<file path="src/sv/pcfd_pkg.sv">
// Shared constants, result codes and controller/datapath handshake structs.
package pcfd_pkg;

  localparam int          MAX_BYTES_DEF = 64;
  localparam logic [31:0] SYNC_RESET    = 32'hAAAA_CCCA;

  localparam logic [2:0]  GRP_ZERO = 3'b100;
  localparam logic [2:0]  GRP_ONE  = 3'b110;
  localparam logic [7:0]  BYTE_FF  = 8'hFF;
  localparam logic [7:0]  BYTE_AA  = 8'hAA;

  localparam logic [1:0]  KIND_SENDER  = 2'd0;
  localparam logic [1:0]  KIND_MESSAGE = 2'd1;
  localparam logic [1:0]  KIND_STATUS  = 2'd2;

  localparam logic [2:0]  STAT_OK      = 3'd0;
  localparam logic [2:0]  STAT_CHKSUM  = 3'd1;
  localparam logic [2:0]  STAT_SLEN    = 3'd2;
  localparam logic [2:0]  STAT_LINE    = 3'd3;
  localparam logic [2:0]  STAT_NOTERM  = 3'd4;

  // controller -> datapath
  typedef struct packed {
    logic accept;     // input item taken this cycle
    logic fetch;      // prime read of buffer entry 1
    logic load_byte;  // move buffered byte into output register
    logic load_final; // load closing ok status
  } cmd_t;

  // datapath -> controller
  typedef struct packed {
    logic out_free;     // output register can take a result this cycle
    logic burst;        // current item closes a good frame
    logic burst_empty;  // good frame has no sender/message bytes
    logic ptr_last;     // read pointer sits on the last byte to emit
  } stat_t;

endpackage

</file>
<file path="src/sv/pcfd_ctrl.sv">
// Sequencing FSM: input acceptance and the byte burst of a good frame.
module pcfd_ctrl (
  input  logic           clk,
  input  logic           rst_n,
  input  logic           in_valid,
  output logic           in_ready,
  input  pcfd_pkg::stat_t stat,
  output pcfd_pkg::cmd_t  cmd
);
  import pcfd_pkg::*;

  typedef enum logic [3:0] {
    ST_IDLE   = 4'b0001,
    ST_FETCH  = 4'b0010,
    ST_EMIT   = 4'b0100,
    ST_STATUS = 4'b1000
  } state_t;

  state_t state_r, state_nxt;

  always_comb begin
    in_ready       = 1'b0;
    cmd            = '0;
    state_nxt      = state_r;
    case (state_r)
      ST_IDLE: begin
        in_ready   = stat.out_free;
        cmd.accept = in_valid && stat.out_free;
        if (cmd.accept && stat.burst) begin
          state_nxt = stat.burst_empty ? ST_STATUS : ST_FETCH;
        end
      end
      ST_FETCH: begin
        cmd.fetch = 1'b1;
        state_nxt = ST_EMIT;
      end
      ST_EMIT: begin
        if (stat.out_free) begin
          cmd.load_byte = 1'b1;
          if (stat.ptr_last) begin
            state_nxt = ST_STATUS;
          end
        end
      end
      ST_STATUS: begin
        if (stat.out_free) begin
          cmd.load_final = 1'b1;
          state_nxt      = ST_IDLE;
        end
      end
      default: begin
        state_nxt = ST_IDLE;
      end
    endcase
  end

  always_ff @(posedge clk) begin
    if (!rst_n) begin
      state_r <= ST_IDLE;
    end else begin
      state_r <= state_nxt;
    end
  end

`ifndef SYNTHESIS
  a_burst_leaves_idle: assert property (@(posedge clk) disable iff (!rst_n)
    (cmd.accept && stat.burst) |=> (state_r == ST_FETCH || state_r == ST_STATUS))
    else $error("good frame did not start a burst");
  a_final_to_idle: assert property (@(posedge clk) disable iff (!rst_n)
    cmd.load_final |=> (state_r == ST_IDLE))
    else $error("closing status did not return to idle");
  a_last_byte_to_status: assert property (@(posedge clk) disable iff (!rst_n)
    (cmd.load_byte && stat.ptr_last) |=> (state_r == ST_STATUS))
    else $error("last buffered byte not followed by status");
`endif

endmodule

</file>
<file path="src/sv/pcfd_datapath.sv">
// Sync hunt, line decoder, frame buffer, checksum and output register.
module pcfd_datapath #(
  parameter int MaxBytes = pcfd_pkg::MAX_BYTES_DEF
) (
  input  logic            clk,
  input  logic            rst_n,
  input  logic            in_symbol,
  input  logic            in_capture_end,
  input  logic            cfg_wr_en,
  input  logic [31:0]     cfg_wr_data,
  input  logic            out_ready,
  output logic            out_valid,
  output logic [1:0]      out_kind,
  output logic [7:0]      out_value,
  output logic [2:0]      out_status,
  output logic            out_last,
  input  pcfd_pkg::cmd_t  cmd,
  output pcfd_pkg::stat_t stat
);
  import pcfd_pkg::*;

  localparam int CW   = $clog2(MaxBytes + 1);
  localparam int AW   = $clog2(MaxBytes);
  localparam int CMPW = ((CW > 8) ? CW : 8) + 2;

  logic [31:0]   sync_r;
  logic          hunt_r;
  logic [31:0]   win_r;
  logic [2:0]    grp_r;
  logic [1:0]    gcnt_r;
  logic [7:0]    bsh_r;
  logic [2:0]    bcnt_r;
  logic [CW-1:0] byte_cnt_r;
  logic [7:0]    sum_r;
  logic          term_r;
  logic          prev_ff_r;
  logic [7:0]    sl_r;
  logic [AW-1:0] last_idx_r;
  logic [AW-1:0] ptr_r;
  logic [7:0]    rd_data_r;
  logic [7:0]    mem [MaxBytes];

  logic          out_valid_r;
  logic [1:0]    out_kind_r;
  logic [7:0]    out_value_r;
  logic [2:0]    out_status_r;
  logic          out_last_r;

  logic [31:0]   win_shift;
  logic          sync_hit;
  logic [2:0]    grp_shift;
  logic          grp_done, grp_bad, bit_good;
  logic [7:0]    byte_new;
  logic          byte_done, chk_bad, sl_bad, full;
  logic          close, store, frame_ok, frame_exit;
  logic          hunt_after, end_err, emit_status, clr_dec;
  logic [2:0]    err_code;
  logic [AW-1:0] rd_addr;
  logic          out_load;

  // ---- step decode ----
  always_comb begin
    win_shift = {win_r[30:0], in_symbol};
    sync_hit  = (win_shift == sync_r);
    grp_shift = {grp_r[1:0], in_symbol};
    grp_done  = !hunt_r && (gcnt_r == 2'd2);
    grp_bad   = grp_done && (grp_shift != GRP_ZERO) && (grp_shift != GRP_ONE);
    bit_good  = grp_done && !grp_bad;
    byte_new  = {bsh_r[6:0], grp_shift[1]};
    byte_done = bit_good && (bcnt_r == 3'd7);
    chk_bad   = (sum_r != byte_new);
    sl_bad    = (CMPW'(sl_r) + CMPW'(3)) > CMPW'(byte_cnt_r);
    full      = (byte_cnt_r >= CW'(MaxBytes));
    close     = byte_done && (term_r || full);
    store     = byte_done && !term_r && !full;
    frame_ok  = byte_done && term_r && !chk_bad && !sl_bad;
    frame_exit = grp_bad || close;
    hunt_after = hunt_r ? !sync_hit : frame_exit;
    end_err   = in_capture_end && !hunt_after;
    emit_status = (frame_exit && !frame_ok) || end_err;
    clr_dec   = (hunt_r && sync_hit) || frame_exit || in_capture_end;

    if (grp_bad) begin
      err_code = STAT_LINE;
    end else if (close && term_r && chk_bad) begin
      err_code = STAT_CHKSUM;
    end else if (close && term_r) begin
      err_code = STAT_SLEN;
    end else if (close) begin
      err_code = STAT_NOTERM;
    end else begin
      err_code = STAT_LINE;
    end
  end

  // ---- decoder and sync state ----
  always_ff @(posedge clk) begin
    if (!rst_n) begin
      sync_r     <= SYNC_RESET;
      hunt_r     <= 1'b1;
      win_r      <= '0;
      grp_r      <= '0;
      gcnt_r     <= '0;
      bsh_r      <= '0;
      bcnt_r     <= '0;
      byte_cnt_r <= '0;
      sum_r      <= '0;
      term_r     <= 1'b0;
      prev_ff_r  <= 1'b0;
    end else begin
      if (cfg_wr_en) begin
        sync_r <= cfg_wr_data;
      end
      if (cmd.accept) begin
        hunt_r <= hunt_after || in_capture_end;
        if (in_capture_end || (!hunt_r && frame_exit)) begin
          win_r <= '0;
        end else if (hunt_r) begin
          win_r <= win_shift;
        end
        if (clr_dec) begin
          grp_r      <= '0;
          gcnt_r     <= '0;
          bsh_r      <= '0;
          bcnt_r     <= '0;
          byte_cnt_r <= '0;
          sum_r      <= '0;
          term_r     <= 1'b0;
          prev_ff_r  <= 1'b0;
        end else if (!hunt_r) begin
          gcnt_r <= grp_done ? 2'd0 : gcnt_r + 2'd1;
          grp_r  <= grp_done ? 3'd0 : grp_shift;
          if (bit_good) begin
            bcnt_r <= bcnt_r + 3'd1;
            bsh_r  <= byte_done ? 8'd0 : byte_new;
          end
          if (store) begin
            byte_cnt_r <= byte_cnt_r + CW'(1);
            sum_r      <= sum_r + byte_new;
            prev_ff_r  <= (byte_new == BYTE_FF);
            if (prev_ff_r && (byte_new == BYTE_AA)) begin
              term_r <= 1'b1;
            end
          end
        end
      end
    end
  end

  // ---- frame buffer ----
  always_comb begin
    if (cmd.fetch) begin
      rd_addr = AW'(1);
    end else if (cmd.load_byte) begin
      rd_addr = ptr_r + AW'(1);
    end else begin
      rd_addr = ptr_r;
    end
  end

  always_ff @(posedge clk) begin
    if (cmd.accept && store) begin
      mem[byte_cnt_r[AW-1:0]] <= byte_new;
    end
    rd_data_r <= mem[rd_addr];
  end

  always_ff @(posedge clk) begin
    if (cmd.accept && store && (byte_cnt_r == '0)) begin
      sl_r <= byte_new;
    end
    if (cmd.accept && frame_ok) begin
      last_idx_r <= AW'(byte_cnt_r - CW'(3));
    end
    if (cmd.fetch || cmd.load_byte) begin
      ptr_r <= rd_addr;
    end
  end

  // ---- output register ----
  assign out_load = (cmd.accept && emit_status) || cmd.load_byte || cmd.load_final;

  always_ff @(posedge clk) begin
    if (!rst_n) begin
      out_valid_r <= 1'b0;
    end else if (out_load) begin
      out_valid_r <= 1'b1;
    end else if (out_ready) begin
      out_valid_r <= 1'b0;
    end
  end

  always_ff @(posedge clk) begin
    if (cmd.load_byte) begin
      out_kind_r   <= (CMPW'(ptr_r) <= CMPW'(sl_r)) ? KIND_SENDER : KIND_MESSAGE;
      out_value_r  <= rd_data_r;
      out_status_r <= STAT_OK;
      out_last_r   <= 1'b0;
    end else if (cmd.load_final) begin
      out_kind_r   <= KIND_STATUS;
      out_value_r  <= 8'd0;
      out_status_r <= STAT_OK;
      out_last_r   <= 1'b1;
    end else if (cmd.accept && emit_status) begin
      out_kind_r   <= KIND_STATUS;
      out_value_r  <= 8'd0;
      out_status_r <= err_code;
      out_last_r   <= 1'b1;
    end
  end

  assign out_valid  = out_valid_r;
  assign out_kind   = out_kind_r;
  assign out_value  = out_value_r;
  assign out_status = out_status_r;
  assign out_last   = out_last_r;

  always_comb begin
    stat.out_free    = !out_valid_r || out_ready;
    stat.burst       = frame_ok;
    stat.burst_empty = (byte_cnt_r == CW'(3));
    stat.ptr_last    = (ptr_r == last_idx_r);
  end

`ifndef SYNTHESIS
  a_count_bound: assert property (@(posedge clk) disable iff (!rst_n)
    byte_cnt_r <= CW'(MaxBytes))
    else $error("byte count beyond buffer");
  a_term_needs_pair: assert property (@(posedge clk) disable iff (!rst_n)
    term_r |-> (byte_cnt_r >= CW'(2)) && !hunt_r)
    else $error("terminator flag without FF AA pair in a frame");
  a_emit_range: assert property (@(posedge clk) disable iff (!rst_n)
    cmd.load_byte |-> (ptr_r != '0) && (ptr_r <= last_idx_r))
    else $error("emitted buffer entry outside sender/message range");
`endif

endmodule

</file>
<file path="src/sv/pwm_chat_frame_decoder_unit.sv">
// Top level of the line-coded chat frame deframer with additive checksum.
//
//  channel | ports                                         | direction | handshake
//  --------+-----------------------------------------------+-----------+----------------
//  in      | in_symbol, in_capture_end                     | sink      | in_valid/ready
//  out     | out_kind, out_value, out_status, out_last     | source    | out_valid/ready
//  cfg     | cfg_wr_data (sync word)                       | sink      | cfg_wr_en
//
//  Each symbol item is taken on the edge that accepts it; a status result is registered on
//  that same edge and the next item can enter as soon as the output register frees.
//  A good frame's checksum item is followed by a burst: a prime of the buffer read,
//  then one byte per cycle while the output is free (index of FF minus one bytes) and a
//  closing status, while the input waits; a frame with no bytes to emit skips the
//  prime step and goes straight to the closing status.
//  Reset (rst_n low, synchronous) returns to sync hunt and loads the default sync
//  word; the frame buffer needs no clearing, only entries already filled are read.
//  Output stalls hold the burst in place; the input waits while the burst runs.
module pwm_chat_frame_decoder_unit #(
  parameter int MaxBytes = pcfd_pkg::MAX_BYTES_DEF
) (
  input  logic        clk,
  input  logic        rst_n,
  // symbol items
  input  logic        in_valid,
  output logic        in_ready,
  input  logic        in_symbol,
  input  logic        in_capture_end,
  // result items
  output logic        out_valid,
  input  logic        out_ready,
  output logic [1:0]  out_kind,
  output logic [7:0]  out_value,
  output logic [2:0]  out_status,
  output logic        out_last,
  // sync word register
  input  logic        cfg_wr_en,
  input  logic [31:0] cfg_wr_data
);
  import pcfd_pkg::*;

  cmd_t  cmd;
  stat_t stat;

  // sequencing: decides when an item enters and walks the byte burst
  pcfd_ctrl u_ctrl (
    .clk      (clk),
    .rst_n    (rst_n),
    .in_valid (in_valid),
    .in_ready (in_ready),
    .stat     (stat),
    .cmd      (cmd)
  );

  // sync window, 3-symbol line decoder, buffer, running sum, output register
  pcfd_datapath #(
    .MaxBytes (MaxBytes)
  ) u_datapath (
    .clk            (clk),
    .rst_n          (rst_n),
    .in_symbol      (in_symbol),
    .in_capture_end (in_capture_end),
    .cfg_wr_en      (cfg_wr_en),
    .cfg_wr_data    (cfg_wr_data),
    .out_ready      (out_ready),
    .out_valid      (out_valid),
    .out_kind       (out_kind),
    .out_value      (out_value),
    .out_status     (out_status),
    .out_last       (out_last),
    .cmd            (cmd),
    .stat           (stat)
  );

endmodule

</file>
<file path="config.mk">
export PLATFORM = sky130hd
export DESIGN_NAME = pwm_chat_frame_decoder_unit
export DESIGN_NICKNAME = d
export VERILOG_FILES = /design/src/sv/pcfd_pkg.sv /design/src/sv/pcfd_ctrl.sv /design/src/sv/pcfd_datapath.sv /design/src/sv/pwm_chat_frame_decoder_unit.sv
export SDC_FILE = /design/constraint.sdc
export NUM_CORES = 1
export LEC_CHECK = 0
export ABC_AREA = 1
export BUFFER_PORTS_ARGS = -buffer_cell sky130_fd_sc_hd__clkbuf_2
export CAP_MARGIN = 25
export CORE_UTILIZATION = 55
export DETAILED_ROUTE_END_ITERATION = 10
export HOLD_SLACK_MARGIN = 0.05
export PLACE_DENSITY = 0.71
export SLEW_MARGIN = 20
export SYNTH_ARGS = -nofsm -noshare
export SYNTH_HDL_FRONTEND = slang
export SYNTH_SLANG_ARGS = --single-unit
</file>
<file path="constraint.sdc">
create_clock -name clk -period 3.6 [get_ports clk]
set_input_delay 0.36 -clock clk [delete_from_list [all_inputs] [get_ports clk]]
set_output_delay 0.36 -clock clk [all_outputs]
set_load 0.05 [all_outputs]
</file>
Yosys cells after proc, flatten, opt, wreduce, memory -nomap -nowiden --
Memory sizes are Yosys's and may differ from the RTL's. A register that Yosys moved wholly into a read port is not among the register bits. Cells that the tools add are included.
Storage, ports and cells: bits of input ports 39, memories 1, bits in writable memories 512, register bits 134, word-level logic and storage cells 170
Memory list:
- u_datapath.mem | words 64, bits a word 8, read ports 1, clocked after memory_dff 1, write ports 1, RTL line pcfd_datapath.sv:41 | logic [7:0] mem [MaxBytes];
Operators by class: magnitude comparators 3, reductions and logical operators 60, add/sub/neg operators 7, equal/unequal tests 19, muxes and demuxes 60
Operators by type and width (count):
- $mux 31 | 2
- $mux 7 | 7
- $mux 8 | 6
- $eq 32x32->1 | 1
- $logic_and 1x1->1 | 24
- $mux 1 | 21
- $mux 3 | 7
- $mux 4 | 5
- $mux 2 | 9
- $eq 8x8->1 const B | 2
- $pmux 4 s4 | 1
- $mux 6 | 2
- $reduce_bool 2->1 | 6
- $logic_or 1x1->1 | 11
- $logic_not 1->1 | 10
- $add 8x2->9 const B | 1
- $gt 9x7->1 | 1
- $add 8x8->8 | 1
- $le 6x8->1 | 1
- $ne 8x8->1 | 1
- $reduce_and 4->1 | 2
- $add 7x1->7 const B | 1
- $eq 7x2->1 const B | 1
- $ge 7x7->1 const B | 1
- other kinds (19) | 25

Logic depth before layout (Yosys ltp) --
Gate-level depths: netlist of run 1.
word-level depth 17, depth in mapped cells 20, mapped depth without buffers 20

Cells and area by module --
Synthesis of run 1 repeated with hierarchy kept, for this count alone.
Unflattened totals: cell total of the unflattened synthesis 2701, area, all modules 28280.9 um^2
By module, submodules not included:
- pcfd_datapath | cells an instance 2652, area each 28003.1 um^2, times used 1
- pcfd_ctrl | cells an instance 49, area each 277.8 um^2, times used 1

Least setup slack after synthesis of run 1 --
OpenSTA, ideal clock, no wires.
kind reg-to-reg, from register u_datapath.bsh_r[4], to register u_datapath.out_kind_r[0] (netlist: u_datapath.out_kind[0]), enable pin, library setup time 314 ps, period minus slack after synthesis 3102 ps, path slack 498 ps, path buffers 0, stages on the path, launching flop included 11, data arrival time 2788 ps, data required time 3286 ps, path through dfxtp_1 > ha_1 > nor3_1 > nor3b_1 > nand3_1 > nor2_1 > nand2_1 > nand2_1 > nand2_1 > nand2_1 > nand2_1
Between the ends: cells in the longest elaborated chain, start to end 9
Ends and longest elaborated chain:
- from (decl) | RTL line pcfd_datapath.sv:31 | logic [7:0] bsh_r;
- from (signal assigned) | RTL line pcfd_datapath.sv:135 | bsh_r <= byte_done ? 8'd0 : byte_new;
- $ne 8x8->1 | RTL line pcfd_datapath.sv:71 | chk_bad = (sum_r != byte_new);
- $logic_not 1->1 | RTL line pcfd_datapath.sv:76 | frame_ok = byte_done && term_r && !chk_bad && !sl_bad;
- $logic_and 1x1->1 (2 in a row) | RTL line pcfd_datapath.sv:76
- $logic_not 1->1 | RTL line pcfd_datapath.sv:80 | emit_status = (frame_exit && !frame_ok) || end_err;
- $logic_and 1x1->1 | RTL line pcfd_datapath.sv:80
- $logic_or 1x1->1 | RTL line pcfd_datapath.sv:80
- $logic_and 1x1->1 | RTL line pcfd_datapath.sv:204 | end else if (cmd.accept && emit_status) begin
- $reduce_bool 3->1 (no line)
- to (signal assigned) | RTL line pcfd_datapath.sv:195 | out_kind_r <= (CMPW'(ptr_r) <= CMPW'(sl_r)) ? KIND_SENDER : KIND_MESSAGE;
- to (decl) | RTL line pcfd_datapath.sv:44 | logic [1:0] out_kind_r;
No other way between the ends. A chain may end at the register's enable or synchronous reset.

Worst setup path in the final report of run 1 --
from register u_datapath.sl_r[0], to register u_datapath.out_value_r[4] (netlist: u_datapath.out_value[4]), enable pin
Between the ends: cells in the longest elaborated chain, start to end 9
Ends and longest elaborated chain:
- from (decl) | RTL line pcfd_datapath.sv:37 | logic [7:0] sl_r;
- from (signal assigned) | RTL line pcfd_datapath.sv:170 | sl_r <= byte_new;
- $add 8x2->9 | RTL line pcfd_datapath.sv:72 | sl_bad = (CMPW'(sl_r) + CMPW'(3)) > CMPW'(byte_cnt_r);
- $gt 9x7->1 | RTL line pcfd_datapath.sv:72
- $logic_not 1->1 | RTL line pcfd_datapath.sv:76
- $logic_and 1x1->1 | RTL line pcfd_datapath.sv:76
- $logic_not 1->1 | RTL line pcfd_datapath.sv:80
- $logic_and 1x1->1 | RTL line pcfd_datapath.sv:80
- $logic_or 1x1->1 | RTL line pcfd_datapath.sv:80
- $logic_and 1x1->1 | RTL line pcfd_datapath.sv:204
- $reduce_bool 3->1 (no line)
- to (signal assigned) | RTL line pcfd_datapath.sv:196 | out_value_r <= rd_data_r;
- to (decl) | RTL line pcfd_datapath.sv:45 | logic [7:0] out_value_r;
No other way between the ends.

==> impl_metrics.csv, run 1 <==
group,metric,value,unit
clocking,cts_buffers,68,
detailed_routing,num_vias,21905,
die,start_util,56.2,%
worst_setup_path,cp_slowest_cell,"nand2_1",
worst_setup_path,crit_type,"reg2reg",
worst_setup_path,setup.worst_path.start,"u_datapath.sl_r[0]",
worst_hold_path,min_path_type,"in2reg",
timing,slew_viol_final,0,
timing,maxSlewHeadroom,33.3,%
yosys,async_reset_ff_share,0,%
clocking,root_buffer,"clkbuf_16",
placed_design,io_buffers,54,
job,cap_violations,0,
yosys,synthAdderAreaFrac,1.16,%
worst_setup_path,endpoint_kind,"flop",
clocking,clk_pin_slew,0.06,ns
detailed_routing,drc_errors,0,
placed_design,gp_congestion,0.903,
global_routing,antenna_found_initial,2,
clocking,cts_tree,"built",
clocking,cts_sinks,654,
layout,nets,3097,
die,ioPinCount,55,
status,outcome,"finished clean",
yosys,synth_nets,3035,
worst_setup_path,worst_ep_required_time,3.80,ns
yosys,synth_area_per_cell,10.0,µm²
yosys,yosysSeqAreaShare,62.1,%
yosys,synth_mux_area_share,0,%
power,power_frac_seq,52.1,%
worst_setup_path,crit_path_frequent_cell,"nand2_1",
timing,fin_ws,0.422,ns
yosys,synth_edf_count,542,
timing,hold_viol_final,0,
die,dieWidth,235,µm
die,core,0.0531,mm²
timing,min_period,3.18,ns
yosys,synth_xor_area_share,1.09,%
yosys,synth_cells,2969,
yosys,ys_ff_latch,654,
yosys,ys.flop_type,"edfxtp_1",
detailed_routing,wl_per_cell,20.3,µm
power,sw_frac_of_total,21.7,%
global_routing,grt_max_degree,184,
timing,tightest_slew,1.00,ns
timing,rsz0062_at_grt,"false",
clocking,post-cts-setup-buffer-count,0,
worst_setup_path,worstRegToRegCells,14,
timing,finalClockSkew,0.0293,ns
layout,fillers,4139,
power,clkPwrFrac,43.0,%
die,die_h,235,µm
detailed_routing,drt_wl_total,76500,µm
detailed_routing,drt_iter0_drc,2388,
worst_setup_path,crit_chain,"inv_1 > ha_1 > nor2_1 > nand3_1 > o21ai_0 > inv_1 > ha_1 > a21o_1 > o22ai_1 > nand2_1 > nand2_1 > nand2_1 > nand2_1 > nand2_1",
clocking,cts_max_path_buffers,3,
placed_design,post-place-ws,0.462,ns
power,power.density,481,mW/mm²
layout,drive_gt1_share,9.06,%
clocking,cts_resized,0,
power,intPower,12600,µW
timing,setup_tns,0,ns
yosys,ys_warn_count,0,
detailed_routing,final_antenna_net_count,0,
yosys,synthSimpleGateAreaFrac,25.1,%
die,row_count,84,
power,power_frac_comb,4.9,%
clocking,hold_buffers,29,
power,switchingPower,3490,µW
yosys,synthesis.area,0.0298,mm²
detailed_routing,viasPerCell,5.81,
timing,setup_viol_count_final,0,
timing,period_share,88.3,%
worst_setup_path,crit_path_max_fanout,10,
die,die-area,0.0552,mm²
global_routing,grt_overflow,0,
worst_setup_path,rrSetupSlack,0.42,ns
placed_design,hpwl,45400,µm
timing,fmax,315,MHz
global_routing,grt_pass1_vias,21147,
clocking,insertion_delay,0.60,ns
global_routing,grt_usage,27.8,%
worst_setup_path,rr_startpoint,"u_datapath.sl_r[0]",
clocking,cts.htree.levels,3,
yosys,yosysUniqueCellTypes,45,
worst_setup_path,cp-start-kind,"flop",
layout,area_growth,12.1,%
layout,antenna_cells,0,
power,irDropWorstVdd,0.434,mV
power,p_leak,0.0133,µW
worst_setup_path,worstPathArrival,3.38,ns
global_routing,grt_pass1_wl,119000,µm
yosys,synth_top_family_by_area,"simple AND/OR/NAND/NOR gates",
worst_setup_path,endpoint,"u_datapath.out_value[4]",
worst_setup_path,cpPeakStageDelay,0.41,ns
yosys,synth_compound_area_share,2.54,%
detailed_routing,firstDrtPassIters,6,
worst_setup_path,rr_endpoint,"u_datapath.out_value[4]",
cells in the final DEF (no fill, tap or decap), drive strengths merged, types with 5 or more instances in the layout:
master / count
buf: 80
o21ai: 41
nor2: 185
edfxtp: 542
a21oi: 82
nor4: 5
dfxtp: 112
inv: 417
clkbuf: 137
clkinv: 27
bufinv: 7
xnor2: 22
nand4: 19
dlygate4sd3: 29
ha: 26
xor2: 15
o211ai: 9
nand3b: 202
nand3: 647
nor3: 16
nand2: 435
or2: 9
metal layers:
| layer | wire length, µm | global-route usage, % |
|---|---|---|
| met5 | 23 | 0 |
| met4 | 2790 | 11.8 |
| met3 | 6630 | 4.77 |
| met2 | 36600 | 45.4 |
| met1 | 30500 | 36.7 |
cell type report:
class	instances	area, µm²	area share, %
clock buffers	83	1810	5.41
clock inverters	35	349	1.04
inverters	419	1580	4.72
multi-input cells	1725	8980	26.8
flip-flops and latches	654	18500	55.4
well taps	688	861	2.57
repair buffers	163	1340	4.00
registers in the layout, indices dropped and copies added (netlist names), 2 cells and up:
register and flops:
u_datapath.mem 512, u_datapath.sync_r 32, u_datapath.win_r 31, u_datapath.out_value 8
u_datapath.rd_data_r 8, u_datapath.sl_r 8, u_datapath.sum_r 8, u_datapath.bsh_r 7
u_datapath.byte_cnt_r 7, u_datapath.last_idx_r 6, u_datapath.ptr_r 6, u_ctrl.state_r 4
u_datapath.bcnt_r 3, u_datapath.out_status 3, u_datapath.gcnt_r 2, u_datapath.grp_r 2
u_datapath.out_kind 2
through the flow:
step	total power (µW)	utilization (%)	hold WS [ns]	std cells	cell area, µm²
floorplan	9000	-	0.446	2969	29800
global placement	9280	58.4	0.461	3620	31000
detailed placement	9290	58.4	0.468	3620	31000
CTS	16100	63.0	0.0566	3767	33400
global route	16500	63.0	0.144	3767	33400
finish	16100	63.0	0.0790	3767	33400
worst max-delay path, delay by kind of cell, from the launching register on:
family,cells,cell delay (ns)
adders and majority gates,2,0.53
AOI/OAI and AO/OA,3,0.56
buffers and inverters,2,0.15
DFF,1,0.39
and+or+nand+nor,7,1.13
power by group through the flow:
stage | combinational [µW] | sequential, µW | clock, µW
finish | 785 | 8380 | 6910
floorplan | 318 | 8680 | 0
global placement | 742 | 8540 | 0
global route | 849 | 8380 | 7270
CTS | 780 | 8380 | 6980
detailed placement | 752 | 8540 | 0
worst min path at each step:
stage,from,end,slack [ns],cells past startpoint
5_1_grt,cfg_wr_data[9],u_datapath.sync_r[9],0.14,3
4_1_cts,cfg_wr_data[13],u_datapath.sync_r[13],0.06,3
2_1_floorplan,u_datapath.sync_r[16],u_datapath.sync_r[16],0.45,2
3_3_place_gp,u_datapath.sync_r[13],u_datapath.sync_r[13],0.46,2
3_5_place_dp,u_datapath.sync_r[9],u_datapath.sync_r[9],0.47,2
6_report,cfg_wr_data[9],u_datapath.sync_r[9],0.08,3
synth_stat cells (26+ instances only):
cell	instances	share of area [%]
nand2_1	430	5.4
ha_1	26	1.1
a21oi_1	81	1.4
edfxtp_1	542	55
inv_1	411	5.2
dfxtp_1	112	7.5
nor2_1	179	2.3
clkbuf_1	39	0.49
nand3_1	645	11
nand3b_1	202	5.1
o21ai_0	38	0.64
buf_2	108	1.8
cell families (layout without fill, tap and decap cells):
family          count (synthesis)  after routing
simple gates                 1521           1521
flops                         654            654
buf+inv                       590            700
compound gates                140            140
xor+xnor                       37             37
fa+ha+maj                      27             27
(Power assumes the default switching activity.)
==> run 2, diff against run 1 <==
Settings changed: CAP_MARGIN 25 to unset, GPL_TIMING_DRIVEN set to 0.
==> run 2 against run 1 <==
Against the previous run:
- non-clock buffer count grew 96
- critical path depth shrank 7
- die area stayed put
- sequential power is 0.7% higher
- clock power is 4.5% higher
- largest cell class unchanged
- clock-buffer cell count is 11 higher
- via count increased by 4.7%
- setup slack worse by 0.19 ns
- fmax shrank 5.6%
- power rose by 2.3%
- highest routed layer unchanged
- clock skew down 0.0076 ns
- first-iteration DRC count rose by 24%
==> impl_metrics.csv, run 2 (same netlist as run 1, synthesis figures left out) <==
group,metric,value,unit
status,outcome,"finished clean",
worst_setup_path,endpoint_kind,"flop",
detailed_routing,num_vias,22924,
worst_setup_path,crit_chain,"nor4_2 > inv_1 > nor2_4 > nand4_1 > inv_2 > nand4_1 > nor2_1",
timing,maxSlewHeadroom,19.8,%
clocking,cts_buffers,69,
detailed_routing,wl_per_cell,23.5,µm
clocking,cts_tree,"built",
worst_setup_path,path_buf_inv,2,
global_routing,grt_usage,33.1,%
global_routing,grt_pass1_wl,136000,µm
die,start_util,56.2,%
placed_design,hpwl,61700,µm
clocking,insertion_delay,0.61,ns
worst_setup_path,crit_path_max_fanout,8,
layout,fin_area,0.0338,mm²
placed_design,gp_congestion,1.03,
detailed_routing,final_antenna_net_count,0,
die,die_h,235,µm
placed_design,io_buffers,53,
die,die-area,0.0552,mm²
die,row_count,84,
detailed_routing,firstDrtPassIters,8,
timing,tightest_slew,1.20,ns
layout,layout_common_cells,"nand3_1 (645), edfxtp_1 (542), nand2_1 (429)",
worst_setup_path,cpPeakStageDelay,0.86,ns
clocking,clk_pin_slew,0.06,ns
worst_setup_path,worstPathArrival,3.60,ns
power,irDropWorstVdd,0.459,mV
placed_design,dpl_cell_area,0.0312,mm²
layout,drive_gt1_share,10.4,%
detailed_routing,viasPerCell,5.93,
power,p_leak,0.0135,µW
timing,hold_viol_final,0,
worst_hold_path,hp-start,"cfg_wr_data[13]",
worst_setup_path,rr_startpoint,"u_ctrl.state_r[3]",
detailed_routing,drc_errors,0,
layout,area_growth,13.2,%
global_routing,grt_overflow,0,
power,power.density,487,mW/mm²
worst_setup_path,setup.worst_path.start,"u_ctrl.state_r[3]",
die,core,0.0531,mm²
clocking,root_buffer,"clkbuf_16",
worst_setup_path,crit_path_frequent_cell,"nand4_1",
timing,min_period,3.37,ns
timing,period_share,93.5,%
global_routing,antenna_found_initial,1,
layout,final_common_cell,"nand3_1",
detailed_routing,drt_iter0_drc,2959,
clocking,cts_sinks,654,
timing,rsz0062_at_grt,"false",
clocking,post-cts-setup-buffer-count,0,
worst_setup_path,crit_type,"reg2reg",
worst_setup_path,crit_family,"simple AND/OR/NAND/NOR gates",
timing,finalClockSkew,0.0217,ns
layout,largest_reg_flops,512,
die,ioPinCount,55,
worst_hold_path,min_path_type,"in2reg",
worst_setup_path,worst_ep_required_time,3.84,ns
global_routing,grt_pass1_vias,22368,
global_routing,grt_max_degree,65,
timing,whs,0.0695,ns
worst_setup_path,cp-start-kind,"flop",
timing,slew_viol_final,0,
layout,fillers,4177,
clocking,cts.htree.levels,3,
timing,fmax,297,MHz
worst_setup_path,cp_slowest_cell,"nor2_1",
timing,setup_viol_count_final,0,
detailed_routing,drt_wl_total,91000,µm
job,cap_violations,0,
die,dieWidth,235,µm
clocking,cts_max_path_buffers,3,
layout,nets,3194,
[run 2: layout make-up]
type,instances,area (µm²),share of cell area [%]
Antenna cell,1,2.50,0.00741
Buffer,171,818,2.42
Clock buffer,94,2050,6.07
Clock inverter,29,235,0.697
Inverter,419,1580,4.67
Multi-Input combinational cell,1725,8930,26.5
Sequential cell,654,18500,54.9
Tap cell,688,861,2.55
Timing Repair Buffer,88,736,2.18
[run 2: worst min-delay path, delay by kind of cell]
family                 cells  cell delay (ns)
AO/OA/AOI/OAI              2             0.19
buffers and inverters      1             0.07
[run 2: final timing paths]
kind / slack (ns) / end / cells after the start
setup / recovery: 0.23 / u_datapath.mem[33][1] / 7
hold / removal: 0.07 / u_datapath.sync_r[13] / 3
setup reg to reg: 0.23 / u_datapath.mem[33][1] / 7
hold reg to reg: 0.48 / u_datapath.sync_r[9] / 2
[run 2: per-stage QoR]
step	utilization, %	cells	TNS [ns]	power (µW)	setup WS [ns]
after floorplan	-	2969	0	9000	0.498
after global placement	58.3	3710	-36.29	9300	-1.73
after detailed placement	58.8	3719	0	9350	0.277
after CTS	63.6	3868	0	16400	0.262
after global routing	63.6	3868	0	16800	0.0860
final	63.6	3869	0	16400	0.233
[run 2: what timing repair did]
item / 4_1_cts / 5_1_grt
endpoints found under the hold margin: 26 / 0
hold buffers: 26 / 0
endpoints found under the setup margin: 0 / 10
resized for setup: 0 / 1
[run 2: routing by layer]
layer / global-route usage (%) / wire [µm] / vias to the layer above
li1: - / - / 10405
met2: 53.8 / 42600 / 1313
met3: 6.51 / 9100 / 266
met4: 17.5 / 4940 / 2
met5: 0 / 13 / -
met1: 42.0 / 34300 / 10938
[run 2: where the power goes]
part / switching, µW / internal, µW / leakage [µW]
clock network: 2950 / 4270 / 0.00114
registers: 109 / 8330 / 0.00588
logic: 569 / 221 / 0.00651
total: 3630 / 12800 / 0.0135
